## src/hw/rtl/tlfq_pkg.sv

```systemverilog
`default_nettype none
// ----------------------------------------------------------------------------
// tlfq_pkg
// Shared types and codes of the three-level feedback queue scheduler.
// ----------------------------------------------------------------------------
package tlfq_pkg;

	localparam int DATA_W    = 16;
	localparam int ID_W      = 3;
	localparam int LVL_W     = 2;
	localparam int CMD_W     = 2;
	localparam int CFG_IDX_W = 2;

	typedef enum logic [CMD_W-1:0] {
		CMD_CLEAR = 2'd0,
		CMD_LOAD  = 2'd1,
		CMD_GRANT = 2'd2,
		CMD_NONE  = 2'd3
	} cmd_t;

	localparam logic [CFG_IDX_W-1:0] CFG_QUANTUM_ONE   = 2'd0;
	localparam logic [CFG_IDX_W-1:0] CFG_QUANTUM_TWO   = 2'd1;
	localparam logic [CFG_IDX_W-1:0] CFG_QUANTUM_THREE = 2'd2;

	localparam logic [DATA_W-1:0] QUANTUM_ONE_RST   = 16'd5;
	localparam logic [DATA_W-1:0] QUANTUM_TWO_RST   = 16'd8;
	localparam logic [DATA_W-1:0] QUANTUM_THREE_RST = 16'd16;

	localparam logic [1:0] PH_FIRST    = 2'd0;
	localparam logic [1:0] PH_SECOND_A = 2'd1;
	localparam logic [1:0] PH_SECOND_B = 2'd2;
	localparam logic [1:0] PH_THIRD    = 2'd3;

	localparam logic [LVL_W-1:0] LVL_ONE   = 2'd1;
	localparam logic [LVL_W-1:0] LVL_TWO   = 2'd2;
	localparam logic [LVL_W-1:0] LVL_THREE = 2'd3;

	typedef struct packed {
		logic [CMD_W-1:0]  command;
		logic [DATA_W-1:0] arrival_time;
		logic [DATA_W-1:0] burst_time;
	} in_word_t;

	typedef struct packed {
		logic              event_valid;
		logic [ID_W-1:0]   process_id;
		logic [LVL_W-1:0]  queue_level;
		logic [DATA_W-1:0] remaining_burst;
		logic              completed;
		logic              all_done;
		logic              table_full;
	} out_word_t;

	typedef struct packed {
		logic [ID_W-1:0]   id;
		logic [DATA_W-1:0] arrival;
		logic [DATA_W-1:0] remaining;
	} entry_t;

endpackage
`default_nettype wire

```

## src/hw/rtl/tlfq_ram.sv

```systemverilog
`default_nettype none
// ----------------------------------------------------------------------------
// tlfq_ram
// Generic simple dual-port RAM: one write port, one read port with registered
// read data that holds while no read is issued.
// ----------------------------------------------------------------------------
module tlfq_ram #(
	parameter int WIDTH = 35,
	parameter int DEPTH = 8,
	localparam int AW = (DEPTH > 1) ? $clog2(DEPTH) : 1
) (
	input  wire logic             clk,
	input  wire logic             we,
	input  wire logic [AW-1:0]    waddr,
	input  wire logic [WIDTH-1:0] wdata,
	input  wire logic             re,
	input  wire logic [AW-1:0]    raddr,
	output logic      [WIDTH-1:0] rdata
);

	logic [WIDTH-1:0] mem_q [DEPTH];
	logic [WIDTH-1:0] rdata_q;

	always_ff @(posedge clk) begin
		if (we) begin
			mem_q[waddr] <= wdata;
		end
		if (re) begin
			rdata_q <= mem_q[raddr];
		end
	end

	assign rdata = rdata_q;

endmodule
`default_nettype wire

```

## src/hw/rtl/three_level_feedback_queue_scheduler.sv

```systemverilog
`default_nettype none
// ----------------------------------------------------------------------------
// three_level_feedback_queue_scheduler
// Process table kept in arrival order, served by a three-level feedback
// queue: one pass at the first quantum, two passes at the second, then
// repeated passes at the third until every burst is spent.
// ----------------------------------------------------------------------------
//
// Channel   Direction  Handshake            Word
// in        input      in_valid / in_stall  tlfq_pkg::in_word_t (command, arrival, burst)
// out       output     out_valid / out_stall tlfq_pkg::out_word_t (one per command)
// cfg       input      cfg_valid / cfg_ready index and 16-bit quantum, ready always high
//
// A grant, a clear, an unused command and a dropped load pass the accept step
// and then the table RAM read or the result step. A load, after the accept
// step, moves up each table entry that must make room, since the insertion
// walks the RAM one entry a cycle, and then writes the new entry. The result
// word is registered and shows in the cycle after the last step.
// Reset clears the count, the phase, the scan position and the active flags at
// once; the table RAM needs no clearing pass. While the output word is stalled
// the block finishes its current command only when the output register frees,
// but a new input word is taken as soon as the previous result is registered.
//
module three_level_feedback_queue_scheduler #(
	parameter int MAX_PROCESSES = 8
) (
	input  wire logic                                clk,
	input  wire logic                                arst_n,
	input  wire logic                                in_valid,
	output logic                                     in_stall,
	input  wire tlfq_pkg::in_word_t                  in_word,
	output logic                                     out_valid,
	input  wire logic                                out_stall,
	output tlfq_pkg::out_word_t                      out_word,
	input  wire logic                                cfg_valid,
	output logic                                     cfg_ready,
	input  wire logic [tlfq_pkg::CFG_IDX_W-1:0]      cfg_index,
	input  wire logic [tlfq_pkg::DATA_W-1:0]         cfg_data
);

	import tlfq_pkg::*;

	localparam int IW = $clog2(MAX_PROCESSES);
	localparam int CW = $clog2(MAX_PROCESSES + 1);
	localparam int EW = $bits(entry_t);
	localparam logic [CW-1:0] FULL_COUNT = CW'(MAX_PROCESSES);

	// Sequencer states.
	typedef enum logic [4:0] {
		S_IDLE  = 5'b00001,
		S_LOAD  = 5'b00010,
		S_LDWR  = 5'b00100,
		S_GRANT = 5'b01000,
		S_RESP  = 5'b10000
	} state_t;

	state_t state_q, state_d;

	// Control state. An active flag marks a table entry with burst left; flags
	// at and above the count are always zero.
	logic [CW-1:0]            count_q, count_d;
	logic [1:0]               phase_q, phase_d;
	logic [CW-1:0]            scan_q, scan_d;
	logic [MAX_PROCESSES-1:0] active_q, active_d;
	logic                     full_q, full_d;
	logic                     out_valid_q;

	// Per-command working registers.
	logic [IW-1:0]     pos_q, pos_d;
	logic [IW-1:0]     k_q, k_d;
	logic [LVL_W-1:0]  level_q, level_d;
	logic [DATA_W-1:0] at_q, at_d;
	logic [DATA_W-1:0] bt_q, bt_d;
	out_word_t         out_q;

	// Quantum registers.
	logic [DATA_W-1:0] quantum_one_q, quantum_two_q, quantum_three_q;

	// Table RAM.
	logic          ram_we, ram_re;
	logic [IW-1:0] ram_waddr, ram_raddr;
	entry_t        ram_wdata, ram_rdata;
	logic [EW-1:0] ram_rdata_raw;

	tlfq_ram #(
		.WIDTH(EW),
		.DEPTH(MAX_PROCESSES)
	) u_table (
		.clk  (clk),
		.we   (ram_we),
		.waddr(ram_waddr),
		.wdata(ram_wdata),
		.re   (ram_re),
		.raddr(ram_raddr),
		.rdata(ram_rdata_raw)
	);

	assign ram_rdata = entry_t'(ram_rdata_raw);

	// The output register is free when it is empty or being taken this cycle.
	logic out_free;
	assign out_free = !out_valid_q || !out_stall;

	// Next live entry of the pass. When nothing is left at or after the scan
	// position the pass ends, the phase advances unless it is already the third,
	// and the search restarts at the front of the table.
	logic [MAX_PROCESSES-1:0] scan_mask, sel_hi;
	logic [IW-1:0]            pick_hi, pick_any, pick;
	logic                     found_hi;
	logic [1:0]               phase_next;
	logic [LVL_W-1:0]         level_next;

	always_comb begin
		pick_hi  = '0;
		pick_any = '0;
		for (int i = 0; i < MAX_PROCESSES; i++) begin
			scan_mask[i] = (CW'(i) >= scan_q);
		end
		sel_hi   = active_q & scan_mask;
		found_hi = |sel_hi;
		for (int i = MAX_PROCESSES - 1; i >= 0; i--) begin
			if (sel_hi[i]) begin
				pick_hi = IW'(i);
			end
			if (active_q[i]) begin
				pick_any = IW'(i);
			end
		end
		pick = found_hi ? pick_hi : pick_any;
		if (found_hi || (phase_q == PH_THIRD)) begin
			phase_next = phase_q;
		end else begin
			phase_next = phase_q + 2'd1;
		end
		unique case (phase_next)
			PH_FIRST:                 level_next = LVL_ONE;
			PH_SECOND_A, PH_SECOND_B: level_next = LVL_TWO;
			default:                  level_next = LVL_THREE;
		endcase
	end

	// Slice arithmetic for the entry read in the grant step. A quantum of zero
	// acts as one.
	logic [DATA_W-1:0] quantum_raw, quantum_eff, rem_next;
	logic              slice_done;

	always_comb begin
		unique case (level_q)
			LVL_ONE: quantum_raw = quantum_one_q;
			LVL_TWO: quantum_raw = quantum_two_q;
			default: quantum_raw = quantum_three_q;
		endcase
		quantum_eff = (quantum_raw == '0) ? DATA_W'(1) : quantum_raw;
		slice_done  = (ram_rdata.remaining <= quantum_eff);
		rem_next    = slice_done ? '0 : (ram_rdata.remaining - quantum_eff);
	end

	// Insertion of a loaded entry: flags below the landing position stay,
	// the new flag goes in, and the flags above move up by one.
	logic                     ins_do;
	logic [IW-1:0]            ins_pos;
	entry_t                   ins_entry;
	logic [MAX_PROCESSES-1:0] act_shift;
	out_word_t                res;
	logic                     out_load;

	assign act_shift = {active_q[MAX_PROCESSES-2:0], 1'b0};

	always_comb begin
		state_d   = state_q;
		count_d   = count_q;
		phase_d   = phase_q;
		scan_d    = scan_q;
		active_d  = active_q;
		full_d    = full_q;
		pos_d     = pos_q;
		k_d       = k_q;
		level_d   = level_q;
		at_d      = at_q;
		bt_d      = bt_q;
		ram_we    = 1'b0;
		ram_waddr = '0;
		ram_wdata = '0;
		ram_re    = 1'b0;
		ram_raddr = '0;
		ins_do    = 1'b0;
		ins_pos   = pos_q;
		ins_entry = '{id: ID_W'(count_q), arrival: at_q, remaining: bt_q};
		out_load  = 1'b0;
		res       = '0;

		unique case (state_q)
			S_IDLE: begin
				if (in_valid) begin
					at_d   = in_word.arrival_time;
					bt_d   = in_word.burst_time;
					full_d = 1'b0;
					unique case (in_word.command)
						CMD_CLEAR: begin
							count_d  = '0;
							phase_d  = PH_FIRST;
							scan_d   = '0;
							active_d = '0;
							state_d  = S_RESP;
						end
						CMD_LOAD: begin
							if (count_q == FULL_COUNT) begin
								full_d  = 1'b1;
								state_d = S_RESP;
							end else if (count_q == '0) begin
								// Empty table: the entry lands at the front at once.
								ins_do    = 1'b1;
								ins_pos   = '0;
								ins_entry = '{id: ID_W'(count_q),
									arrival: in_word.arrival_time,
									remaining: in_word.burst_time};
								state_d   = S_RESP;
							end else begin
								ram_re    = 1'b1;
								ram_raddr = IW'(count_q - CW'(1));
								pos_d     = IW'(count_q);
								state_d   = S_LOAD;
							end
						end
						CMD_GRANT: begin
							if (|active_q) begin
								ram_re    = 1'b1;
								ram_raddr = pick;
								k_d       = pick;
								phase_d   = phase_next;
								level_d   = level_next;
								scan_d    = CW'(pick) + CW'(1);
								state_d   = S_GRANT;
							end else begin
								state_d = S_RESP;
							end
						end
						default: begin
							state_d = S_RESP;
						end
					endcase
				end
			end
			S_LOAD: begin
				// The read data is the entry just below pos_q.
				if (ram_rdata.arrival > at_q) begin
					ram_we    = 1'b1;
					ram_waddr = pos_q;
					ram_wdata = ram_rdata;
					pos_d     = pos_q - IW'(1);
					if (pos_q == IW'(1)) begin
						state_d = S_LDWR;
					end else begin
						ram_re    = 1'b1;
						ram_raddr = pos_q - IW'(2);
					end
				end else if (out_free) begin
					ins_do   = 1'b1;
					ins_pos  = pos_q;
					out_load = 1'b1;
					state_d  = S_IDLE;
				end
			end
			S_LDWR: begin
				if (out_free) begin
					ins_do   = 1'b1;
					ins_pos  = pos_q;
					out_load = 1'b1;
					state_d  = S_IDLE;
				end
			end
			S_GRANT: begin
				if (out_free) begin
					ram_we    = 1'b1;
					ram_waddr = k_q;
					ram_wdata = '{id: ram_rdata.id, arrival: ram_rdata.arrival,
						remaining: rem_next};
					if (slice_done) begin
						active_d[k_q] = 1'b0;
					end
					res.event_valid     = 1'b1;
					res.process_id      = ram_rdata.id;
					res.queue_level     = level_q;
					res.remaining_burst = rem_next;
					res.completed       = slice_done;
					out_load            = 1'b1;
					state_d             = S_IDLE;
				end
			end
			S_RESP: begin
				if (out_free) begin
					out_load = 1'b1;
					state_d  = S_IDLE;
				end
			end
			default: begin
				state_d = S_IDLE;
			end
		endcase

		if (ins_do) begin
			ram_we    = 1'b1;
			ram_waddr = ins_pos;
			ram_wdata = ins_entry;
			count_d   = count_q + CW'(1);
			for (int i = 0; i < MAX_PROCESSES; i++) begin
				if (IW'(i) < ins_pos) begin
					active_d[i] = active_q[i];
				end else if (IW'(i) == ins_pos) begin
					active_d[i] = (ins_entry.remaining != '0);
				end else begin
					active_d[i] = act_shift[i];
				end
			end
		end

		// The done flag reflects the table after the command.
		res.all_done   = !(|active_d);
		res.table_full = full_q;
	end

	always_ff @(posedge clk or negedge arst_n) begin
		if (!arst_n) begin
			state_q     <= S_IDLE;
			count_q     <= '0;
			phase_q     <= PH_FIRST;
			scan_q      <= '0;
			active_q    <= '0;
			full_q      <= 1'b0;
			out_valid_q <= 1'b0;
		end else begin
			state_q  <= state_d;
			count_q  <= count_d;
			phase_q  <= phase_d;
			scan_q   <= scan_d;
			active_q <= active_d;
			full_q   <= full_d;
			if (out_load) begin
				out_valid_q <= 1'b1;
			end else if (!out_stall) begin
				out_valid_q <= 1'b0;
			end
		end
	end

	always_ff @(posedge clk) begin
		pos_q   <= pos_d;
		k_q     <= k_d;
		level_q <= level_d;
		at_q    <= at_d;
		bt_q    <= bt_d;
		if (out_load) begin
			out_q <= res;
		end
	end

	// Quantum registers; writes to an index beyond the list are ignored.
	always_ff @(posedge clk or negedge arst_n) begin
		if (!arst_n) begin
			quantum_one_q   <= QUANTUM_ONE_RST;
			quantum_two_q   <= QUANTUM_TWO_RST;
			quantum_three_q <= QUANTUM_THREE_RST;
		end else if (cfg_valid && cfg_ready) begin
			unique case (cfg_index)
				CFG_QUANTUM_ONE:   quantum_one_q   <= cfg_data;
				CFG_QUANTUM_TWO:   quantum_two_q   <= cfg_data;
				CFG_QUANTUM_THREE: quantum_three_q <= cfg_data;
				default:           ;
			endcase
		end
	end

	assign cfg_ready = 1'b1;
	assign in_stall  = (state_q != S_IDLE);
	assign out_valid = out_valid_q;
	assign out_word  = out_q;

endmodule
`default_nettype wire

```

## config.mk

```make
export PLATFORM = sky130hd
export DESIGN_NAME = three_level_feedback_queue_scheduler
export DESIGN_NICKNAME = d
export VERILOG_FILES = /design/src/hw/rtl/tlfq_pkg.sv /design/src/hw/rtl/tlfq_ram.sv /design/src/hw/rtl/three_level_feedback_queue_scheduler.sv
export SDC_FILE = /design/constraint.sdc
export NUM_CORES = 1
export LEC_CHECK = 0
export ABC_CLOCK_PERIOD_IN_PS = 12700
export BUFFER_PORTS_ARGS = -buffer_cell sky130_fd_sc_hd__buf_2
export CAP_MARGIN = 0
export CORE_MARGIN = 2
export CORE_UTILIZATION = 37
export CTS_CLUSTER_SIZE = 10
export DETAILED_ROUTE_END_ITERATION = 7
export SYNTH_ARGS = -nofsm -noshare
export SYNTH_HDL_FRONTEND = slang
export SYNTH_SLANG_ARGS = --single-unit
```

## constraint.sdc

```tcl
create_clock -name clk -period 12.7 [get_ports clk]
set_input_delay 0.635 -clock clk [delete_from_list [all_inputs] [get_ports clk]]
set_output_delay 0.635 -clock clk [all_outputs]
set_load 0.02 [all_outputs]
```

==> results.txt, run 1 <==
outcome: finished, final reports clean
Clock Tree Buf Depth: 3
port buffer count: 83
crit path capture: u_table.mem_q[5][0]
met2 wire len: 23400 um
Ys Warns: 0
Ports: 85
post-DR wirelength/cell: 22.2 um
Mapped Area: 20100 um^2
Synth cell types: 70
Placer Congestion: 0.878
DR top layer: met5
ys async rst share: 0.161
synth-to-layout area growth: 13.6%
CORE AREA: 53700 um^2
via count: 12400
Compound-Gate Fraction of Synth Area: 0.103
synthesized-area fraction occupied by adder cells: 0.0285
CP Class: register to register
critical-path cell list: inv_1 > ha_1 > nor2_1 > a21oi_1 > nand4_1 > nor4_1 > a211o_1 > ha_1 > inv_1 > fa_1 > a211oi_2 > nor2_1 > o211ai_1 > o211a_2 > a21oi_1 > nand2_1 > o21ai_0
initial antenna violation count: 2
Die Width: 237 um
Worst setup startpoint: level_q[0]
Pins Over Slew Limit: 0
proportion of synthesized area in mux cells: 0.104
VDD IR max: 0.113 mV
Reg clk slew, reported paths: 50 ps
Core Rows: 85
Final period util: 0.431
ant diodes: 0
first drt pass iteration count: 7
Via density: 5.51
Cells after Synth: 1426
R2R Path End: u_table.mem_q[5][0]
RR Startpoint: level_q[0]
slowest library cell on the worst path: ha_1
R2R depth: 17
Max Fclk: 183 MHz
largest family of logic cells by synthesized area: multiplexers
PD cells: 185 nW/um^2
clock skew: 36.6 ps
CP Launch Type: register
initial DRC count: 1084
Post-synth EDFFs: 380
syn_nets: 1528
max_cap viols: 0
GRT Residual Overflow: 0
largest net degree at the start of global routing: 141
wl on met1: 22400 um
HP Class: input pin to async pin
Final TNS setup: 0 ps
r2r setup slk: 7230 ps
first-pass GRT wire length: 74800 um
Pleak: 0.00826 uW
Req. time, crit path: 12890 ps
slowest stage delay, CP: 830 ps
Simple-Gate Fraction of Synth Area: 0.0712
Antenna Nets Post-Route: 0
fin nets: 1618
Worst-Skew Late Latency: 600 ps
Root Buffer: clkbuf_16
Final Hold Viols: 0
drt total wl: 49900 um
PostCTS Resize Cnt: 0
Post-Synth XOR/XNOR Area: 0.00699
Synth Area per Inst: 14.1 um^2
Synth Register Bits: 453
endpoints failing setup: 0
met3 wire length: 3000 um
delay-heaviest family, CP: compound AO/OA/AOI/OAI gates
Die Y: 237 um
vias in the first global route: 12300
CTS sink count: 453
htree depth: 2
CTS Buf Count: 53
share of layout cells above drive strength 1: 0.181
RSZ-0062 raised after global routing: no
critical path endpoint category: register
Initial Util: 0.373
Slew headroom: 0.300
number of setup buffers added after CTS: 0
crit path max fanout: 32
arrival time worst endpoint: 5660 ps
Total Routing Usage GR: 0.176
Tmin final: 5470 ps
Core Util, Final: 0.424
cts hold-fix bufs: 0
Buffers & Inverters on Critical Path: 2
hpwl dp: 30100 um
CTS tree: done
Primary FF master, synth: edfxtp_1
fillers: 4816
DRC Markers: 0
CP Depth: 17
sequential share of the synthesized area: 0.660
Slew @ Worst Pin: 1050 ps
DIE AREA: 56100 um^2
[cell families (layout without fill, tap and decap cells)]
family / after synthesis / after routing
flip-flops: 453 / 453
multiplexers: 197 / 197
XOR/XNOR: 16 / 16
AO/OA/AOI/OAI: 295 / 295
adder cells (fa/ha/maj): 45 / 45
buffers and inverters: 128 / 247
other: 1 / 1
AND/OR/NAND/NOR: 291 / 291
[sequential cells by signal (all words and copies together), names as in the netlist, 4 cells and up]
| name | cells |
|---|---|
| bt_q | 16 |
| u_table.rdata | 35 |
| active_q | 8 |
| u_table.mem_q | 280 |
| quantum_one_q | 16 |
| out_word | 25 |
| quantum_three_q | 16 |
| at_q | 16 |
| state_q | 5 |
| count_q | 4 |
| quantum_two_q | 16 |
| scan_q | 4 |
[per-layer routing]
metal	vias to the layer above	global-route usage
met5	-	0
met4	4	0.0529
met3	61	0.0293
met2	389	0.285
met1	6207	0.242
li1	5689	-
[Yosys cell counts (9+ instances only)]
cell type  count  area share
mux2i_1      112       0.056
nor2_1        85       0.016
a221oi_1      35       0.015
dfrtp_1       68       0.085
nand2_1       84       0.016
a222oi_1      27       0.013
nor2b_1        9      0.0028
nor4_1        11      0.0034
edfxtp_1     380        0.57
clkbuf_1      42      0.0079
nand4_1       14      0.0044
o21ai_0       76       0.019
nor3_1        11      0.0027
and2_1        12      0.0037
a22oi_1       21      0.0079
buf_2         16      0.0040
nand3_1       16      0.0040
a21oi_1       55       0.014
inv_1         61       0.011
xnor2_1       12      0.0052
o211ai_1       9      0.0034
mux2_2        85       0.048
nand2b_1       9      0.0028
ha_1          44       0.027
[cell usage in the layout (no fill, tap or decap), types with 44 or more instances in the layout]
| master | Yosys | final |
|---|---|---|
| a21oi_1 | 55 | 55 |
| buf_2 | 16 | 82 |
| clkbuf_16 | 0 | 53 |
| dfrtp_1 | 68 | 68 |
| edfxtp_1 | 380 | 380 |
| ha_1 | 44 | 44 |
| inv_1 | 61 | 61 |
| mux2_2 | 85 | 85 |
| mux2i_1 | 112 | 112 |
| nand2_1 | 84 | 84 |
| nor2_1 | 85 | 77 |
| o21ai_0 | 76 | 76 |
[area by class of cell]
cell class              count  area [um^2]  share of cell area
clock buffers              74         1430              0.0626
clock inverters            10         71.3             0.00313
inverters                  61          229              0.0101
multi-input cells         845         6360               0.279
flip-flops and latches    453        13200               0.581
well taps                 696          871              0.0382
repair buffers            102          573              0.0252
[through the flow]
stage,total power (uW),std cells,hold slack [ps],area [um^2],setup WS (ps)
detailed placement,2890,2157,460,21300,7230
global placement,2890,2157,437,21300,7360
global route,4410,2241,213,22800,6740
CTS,4240,2241,190,22800,7200
floorplan,2570,1426,339,20100,7530
finish,4210,2241,167,22800,7230
[worst register-to-register path: stages (launching register included)]
cell	delay, ps
edfxtp_1	380
inv_1	60
ha_1	830
nor2_1	140
a21oi_1	340
nand4_1	130
nor4_1	380
a211o_1	160
ha_1	130
inv_1	60
fa_1	430
a211oi_2	240
nor2_1	100
o211ai_1	180
o211a_2	290
a21oi_1	170
nand2_1	590
o21ai_0	470
[report_power, final]
part	internal, uW	switching, uW	total (uW)	leakage [uW]
logic	341	615	956	0.00301
registers	1810	108	1920	0.00452
clock network	772	562	1330	0.000726
total	2920	1290	4210	0.00826
[worst min path at each step]
stage / from / to / cells past startpoint
5_1_grt: in_word[31] / at_q[15] / 1
4_1_cts: arst_n / count_q[3] / 1
3_5_place_dp: full_q / out_word[0] / 0
2_1_floorplan: arst_n / active_q[0] / 0
3_3_place_gp: full_q / out_word[0] / 0
6_report: arst_n / count_q[3] / 1
Power figures use the tool's default switching activity.
==> run 2: changes to the inputs <==
--- a/config.mk
+++ b/config.mk
@@ -5,7 +5,7 @@
 export SDC_FILE = /design/constraint.sdc
 export NUM_CORES = 1
 export LEC_CHECK = 0
-export ABC_CLOCK_PERIOD_IN_PS = 12700
+export ABC_CLOCK_PERIOD_IN_PS = 5700
 export BUFFER_PORTS_ARGS = -buffer_cell sky130_fd_sc_hd__buf_2
 export CAP_MARGIN = 0
 export CORE_MARGIN = 2
==> constraint.sdc (replaced) <==
create_clock -name clk -period 5.7 [get_ports clk]
set_input_delay 0.285 -clock clk [delete_from_list [all_inputs] [get_ports clk]]
set_output_delay 0.285 -clock clk [all_outputs]
set_load 0.02 [all_outputs]
==> run 2 against run 1 <==
The flow now finishes with violations (DRC). Core utilization rose by 1.2 points. Largest cell class unchanged. Die area did not move. Clock power rose by 130%. Combinational power rose by 130%. Sequential power rose by 120%. Sequential share of layout area fell by 1.6 points. First-iteration DRC count rose by 8.7%.
==> results.txt, run 2 (synthesis results as in run 1) <==
max_cap viols: 0 (unchanged)
Pleak: 0.00853 uW (+3.3%)
CORE AREA: 53700 um^2 (unchanged)
violated checks: DRC
Placer Congestion: 0.860 (-2.1%)
Slew headroom: 0.287 (-0.0133)
hpwl dp: 31700 um (+5.1%)
Via density: 5.50 (-0.16%)
CP Depth: 19 (+2)
synth-to-layout area growth: 16.7%
number of setup buffers added after CTS: 0 (unchanged)
met2 wire len: 23200 um (-0.78%)
clock skew: 36.7 ps (+0.0562 ps)
register area: 13200 um^2 (unchanged)
Worst setup startpoint: level_q[1]
worst slack at placement: 393 ps (-6840 ps)
ant diodes: 0 (unchanged)
Total Routing Usage GR: 0.181 (+0.00539)
Reg clk slew, reported paths: 60 ps (about the same)
R2R depth: 19 (+2)
Slew @ Worst Pin: 1070 ps (+19.8 ps)
Final TNS setup: 0 ps (unchanged)
initial DRC count: 1178 (+8.7%)
CTS tree: done
arrival time worst endpoint: 5760 ps (+100 ps)
Buffers & Inverters on Critical Path: 1 (-1)
setup ws final: 396 ps (-6830 ps)
first-pass GRT wire length: 77200 um (+3.3%)
DRC Markers: 11 (+11)
vias in the first global route: 12500 (+2.0%)
Hold Slack: 103 ps (-64.3 ps)
Multi-input gate area: 6370 um^2 (about the same)
Core Rows: 85 (unchanged)
Final Hold Viols: 0 (unchanged)
met3 wire length: 3300 um (+10%)
DIE AREA: 56100 um^2 (unchanged)
Antenna Nets Post-Route: 0 (unchanged)
slowest stage delay, CP: 540 ps (-290 ps)
r2r setup slk: 400 ps (-6830 ps)
CP Class: register to register
Largest Register: u_table.mem_q
critical-path cell list: ha_1 > a22oi_1 > nor2_1 > a21oi_1 > nand4_1 > nor4_1 > a211o_1 > ha_1 > inv_1 > fa_1 > a211oi_2 > nor2_1 > o211ai_1 > o211a_2 > a22oi_1 > o311a_1 > mux2_2 > or4_1 > nor3_2
CP Launch Type: register
endpoints failing setup: 0 (unchanged)
DR top layer: met5
htree depth: 2 (unchanged)
Worst-Skew Late Latency: 610 ps (about the same)
Clock Tree Buf Depth: 3 (unchanged)
RSZ-0062 raised after global routing: no
R2R Path End: out_word[1]
most common cell after layout, fill and taps aside: edfxtp_1
Ports: 85 (unchanged)
largest net degree at the start of global routing: 88 (-38%)
fin nets: 1680 (+3.8%)
share of layout cells above drive strength 1: 0.181 (+0.000839)
first drt pass iteration count: 8 (+1)
crit path max fanout: 16 (-50%)
critical path endpoint category: register
crit path capture: out_word[1]
Initial Util: 0.373 (unchanged)
outcome: finished, violations left
post-DR wirelength/cell: 22.2 um (-0.23%)
port buffer count: 83 (unchanged)
Die Y: 237 um (unchanged)
RR Startpoint: level_q[1]
CTS sink count: 453 (unchanged)
GRT Residual Overflow: 0 (unchanged)
PD cells: 404 nW/um^2 (+120%)
Final period util: 0.931 (+0.500)
Max Fclk: 189 MHz (+3.1%)
Tmin final: 5300 ps (-167 ps)
CTS Buf Count: 52 (-1.9%)
max reg flops: 280 (unchanged)
wl on met1: 23100 um (+2.9%)
Req. time, crit path: 6150 ps (-6740 ps)
delay-heaviest family, CP: compound AO/OA/AOI/OAI gates
HP Class: input pin to register
VDD IR max: 0.239 mV (+110%)
worst hold start: out_stall
slowest library cell on the worst path: or4_1
Root Buffer: clkbuf_16
via count: 12700 (+2.5%)
fillers: 4802 (-0.29%)
drt total wl: 51100 um (+2.4%)
initial antenna violation count: 3 (+1)
Die Width: 237 um (unchanged)
most frequent cells in the layout: 380 x edfxtp_1, 112 x mux2i_1, 85 x mux2_2
Core Util, Final: 0.436 (+0.0117)
Pins Over Slew Limit: 0 (unchanged)
[run 2: changes by cell type in the layout (fill, tap and decap cells not counted), moves of 2 or more]
| cell | previous run | this run |
|---|---|---|
| clkinv_1 | 4 | 1 |
| clkbuf_1 | 19 | 21 |
| dlygate4sd3_1 | 0 | 49 |
| buf_12 | 1 | 5 |
| clkinv_2 | 3 | 1 |
| buf_4 | 19 | 29 |
[run 2: tightest hold or removal path: cells and delay by family]
kind / cells / cell delay (ps)
buf+inv: 1 / 80
simple gates: 2 / 310
[run 2: worst min path at each step]
stage	cells past startpoint	to
floorplan	0	active_q[0]
detailed placement	0	out_word[0]
global route	3	out_valid
CTS	3	out_valid
finish	3	out_valid
global placement	0	out_word[0]
[run 2: metrics by stage]
| step | cell area [um^2] | cells | total power, uW |
|---|---|---|---|
| after floorplan | 20100 | 1426 | 5730 |
| after detailed placement | 21400 | 2171 | 6460 |
| final | 23400 | 2300 | 9450 |
| after global placement | 21400 | 2171 | 6450 |
| after CTS | 23400 | 2300 | 9510 |
| after global routing | 23400 | 2300 | 9910 |
[run 2: what timing repair did]
action / 4_1_cts / 5_1_grt
setup endpoints to repair: 0 / 11
hold endpoints to repair: 148 / 0
hold buffers: 49 / 0
gates resized for setup: 0 / 1
[run 2: routing by layer]
| metal | global-route usage | up-vias |
|---|---|---|
| met2 | 0.284 | 452 |
| met3 | 0.0335 | 89 |
| li1 | - | 5817 |
| met4 | 0.0604 | 4 |
| met1 | 0.253 | 6293 |
| met5 | 0 | - |
[run 2: layout make-up]
| class | count | area share |
|---|---|---|
| Clock inverter | 6 | 0.00358 |
| Sequential cell | 453 | 0.566 |
| Timing Repair Buffer | 165 | 0.0521 |
| Clock buffer | 74 | 0.0596 |
| Tap cell | 696 | 0.0372 |
| Inverter | 61 | 0.00978 |
| Multi-Input combinational cell | 845 | 0.272 |
[run 2: where the power goes]
part	internal [uW]	switching, uW
combinational	787	1380
sequential	4030	243
clock	1730	1280
total	6540	2910
==> run 3: changes to the inputs <==
--- a/config.mk
+++ b/config.mk
@@ -7,9 +7,9 @@
 export LEC_CHECK = 0
 export ABC_CLOCK_PERIOD_IN_PS = 5700
 export BUFFER_PORTS_ARGS = -buffer_cell sky130_fd_sc_hd__buf_2
-export CAP_MARGIN = 0
+export CAP_MARGIN = 10
 export CORE_MARGIN = 2
-export CORE_UTILIZATION = 37
+export CORE_UTILIZATION = 40
 export CTS_CLUSTER_SIZE = 10
 export DETAILED_ROUTE_END_ITERATION = 7
 export SYNTH_ARGS = -nofsm -noshare
==> run 3 against run 2 <==
The flow now finishes without violations. Core utilization grew 3.2 points. Worst hold slack lost 7.0 ps. Largest power group unchanged. Sequential power is essentially flat. Clock skew shrank 12 ps. Sequential share of layout area grew 0.22 points. Sequential cell count is the same. Worst setup slack gained 130 ps. Register-to-register slack gained 130 ps. First-iteration DRC count shrank 2.0%. Global-route usage grew 0.80 points.
==> results.txt, run 3 (synthesis results as in run 1) <==
post-DR wirelength/cell: 21.9 um (-1.4%)
Core Rows: 82 (-3.5%)
synth-to-layout area growth: 16.3%
fillers: 4456 (-7.2%)
vias in the first global route: 12700 (+0.97%)
share of layout cells above drive strength 1: 0.178 (-0.00307)
Final period util: 0.908 (-0.0222)
Pins Over Slew Limit: 0 (unchanged)
Ports: 85 (unchanged)
Initial Util: 0.402 (+0.0288)
worst hold stages: 3 (unchanged)
Hold Slack: 95.6 ps (-6.96 ps)
Total Routing Usage GR: 0.189 (+0.00800)
DIE AREA: 51900 um^2 (-7.4%)
DRC Markers: 0 (-11)
Req. time, crit path: 6140 ps (about the same)
largest net degree at the start of global routing: 74 (-16%)
slowest stage delay, CP: 540 ps (about the same)
Die Y: 228 um (-3.8%)
number of setup buffers added after CTS: 0 (unchanged)
endpoints failing setup: 0 (unchanged)
Pleak: 0.00852 uW (-0.20%)
Slew @ Worst Pin: 1050 ps (-11.2 ps)
outcome: finished, final reports clean
Max Fclk: 193 MHz (+2.4%)
Reg clk slew, reported paths: 60 ps (about the same)
most common cell after layout, fill and taps aside: edfxtp_1
RSZ-0062 raised after global routing: no
critical-path cell list: ha_1 > buf_4 > nor2_1 > a21oi_1 > nand4_1 > nor4_1 > a211o_1 > ha_1 > inv_1 > fa_1 > a211oi_2 > nor2_1 > o211ai_1 > o211a_2 > a22oi_1 > o311a_1 > mux2_2 > or4_1 > nor3_2
htree depth: 2 (unchanged)
Placer Congestion: 0.868 (+0.95%)
first-pass GRT wire length: 75900 um (-1.7%)
HP Class: input pin to register
CP Class: register to register
drt total wl: 49700 um (-2.7%)
initial antenna violation count: 0 (-3)
initial DRC count: 1155 (-2.0%)
via count: 12600 (-0.62%)
clock skew: 24.6 ps (-12.0 ps)
max reg flops: 280 (unchanged)
delay-heaviest family, CP: compound AO/OA/AOI/OAI gates
most frequent cells in the layout: 380 x edfxtp_1, 112 x mux2i_1, 85 x mux2_2
max_cap viols: 0 (unchanged)
slowest library cell on the worst path: or4_1
Slew headroom: 0.290 (+0.00252)
Largest Register: u_table.mem_q
ant diodes: 0 (unchanged)
Antenna Nets Post-Route: 0 (unchanged)
CTS tree: done
first drt pass iteration count: 6 (-2)
Final Hold Viols: 0 (unchanged)
port buffer count: 83 (unchanged)
Final TNS setup: 0 ps (unchanged)
hpwl dp: 31100 um (-1.8%)
arrival time worst endpoint: 5620 ps (-140 ps)
Worst-Skew Late Latency: 600 ps (about the same)
CP Launch Type: register
CTS sink count: 453 (unchanged)
fin nets: 1675 (-0.30%)
Root Buffer: clkbuf_16
CP Depth: 19 (unchanged)
CORE AREA: 49900 um^2 (-7.2%)
crit path max fanout: 20 (+4)
Die Width: 228 um (-3.8%)
Buffers & Inverters on Critical Path: 2 (+1)
PD cells: 401 nW/um^2 (-0.66%)
critical path endpoint category: register
R2R depth: 19 (unchanged)
Via density: 5.54 (+0.69%)
VDD IR max: 0.208 mV (-13%)
GRT Residual Overflow: 0 (unchanged)
CTS Buf Count: 52 (unchanged)
Clock Tree Buf Depth: 3 (unchanged)
Tmin final: 5180 ps (-126 ps)
-- run 3: cell count changes in the layout (fill, tap and decap cells not counted) --
| cell | previous run | this run |
|---|---|---|
| buf_12 | 5 | 4 |
| buf_4 | 29 | 25 |
| bufinv_16 | 1 | 0 |
| clkbuf_1 | 21 | 19 |
| clkbuf_8 | 1 | 3 |
| clkinv_1 | 1 | 2 |
| clkinv_2 | 1 | 0 |
| nand2_1 | 83 | 84 |
| nand2_2 | 2 | 1 |
| nor2b_2 | 1 | 0 |
| nor2b_4 | 0 | 1 |
-- run 3: power by group --
part	leakage, uW	internal, uW	total (uW)	switching, uW
clock	0.000709	1700	2960	1260
sequential	0.00450	4030	4260	238
combinational	0.00331	785	2130	1340
-- run 3: through the flow --
stage	total power (uW)	setup slack (ps)	cell area, um^2	utilization	cells
after floorplan	5730	531	20100	-	1426
after CTS	9430	533	23300	0.468	2270
after global placement	6400	627	21400	0.428	2142
after global routing	9830	191	23300	0.468	2270
final	9350	522	23300	0.468	2270
after detailed placement	6410	551	21400	0.428	2142
-- run 3: what timing repair did --
item | in CTS | in global routing
hold buffers | 49 | 0
endpoints found under the hold margin | 148 | 0
resized for setup | 0 | 0
-- run 3: final cells by class --
class                      count  area (um^2)  area share
sequential                   453        13200       0.568
multi-input combinational    845         6370       0.273
clock buffer                  74         1410      0.0606
timing repair buffer         160         1170      0.0501
tap                          672          841      0.0361
inverter                      61          229     0.00982
clock inverter                 5         52.6     0.00225
-- run 3: worst reg2reg max path, cell delays in order (launching register included) --
cell,delay (ps)
edfxtp_1,420
ha_1,530
buf_4,290
nor2_1,70
a21oi_1,190
nand4_1,120
nor4_1,360
a211o_1,150
ha_1,130
inv_1,50
fa_1,440
a211oi_2,240
nor2_1,90
o211ai_1,180
o211a_2,290
a22oi_1,150
o311a_1,320
mux2_2,280
or4_1,540
nor3_2,190
-- run 3: path summary, 6_finish.rpt --
kind                                  from                end  slack, ps
min in group asynchronous           arst_n         count_q[0]        370
worst max register to register  level_q[1]        out_word[1]        520
worst min-delay path             out_stall          out_valid        100
worst max-delay path            level_q[1]        out_word[1]        520
max in group asynchronous           arst_n  quantum_one_q[11]       4680
worst min register to register      full_q        out_word[0]        450
-- run 3: routing by layer --
metal  track usage  vias to the layer above  wire length (um)
met4        0.0639                        0              1430
met1         0.259                     6269             22000
li1              -                     5819                 -
met5             0                        -                 0
met2         0.308                      389             23300
met3        0.0295                       99              2950
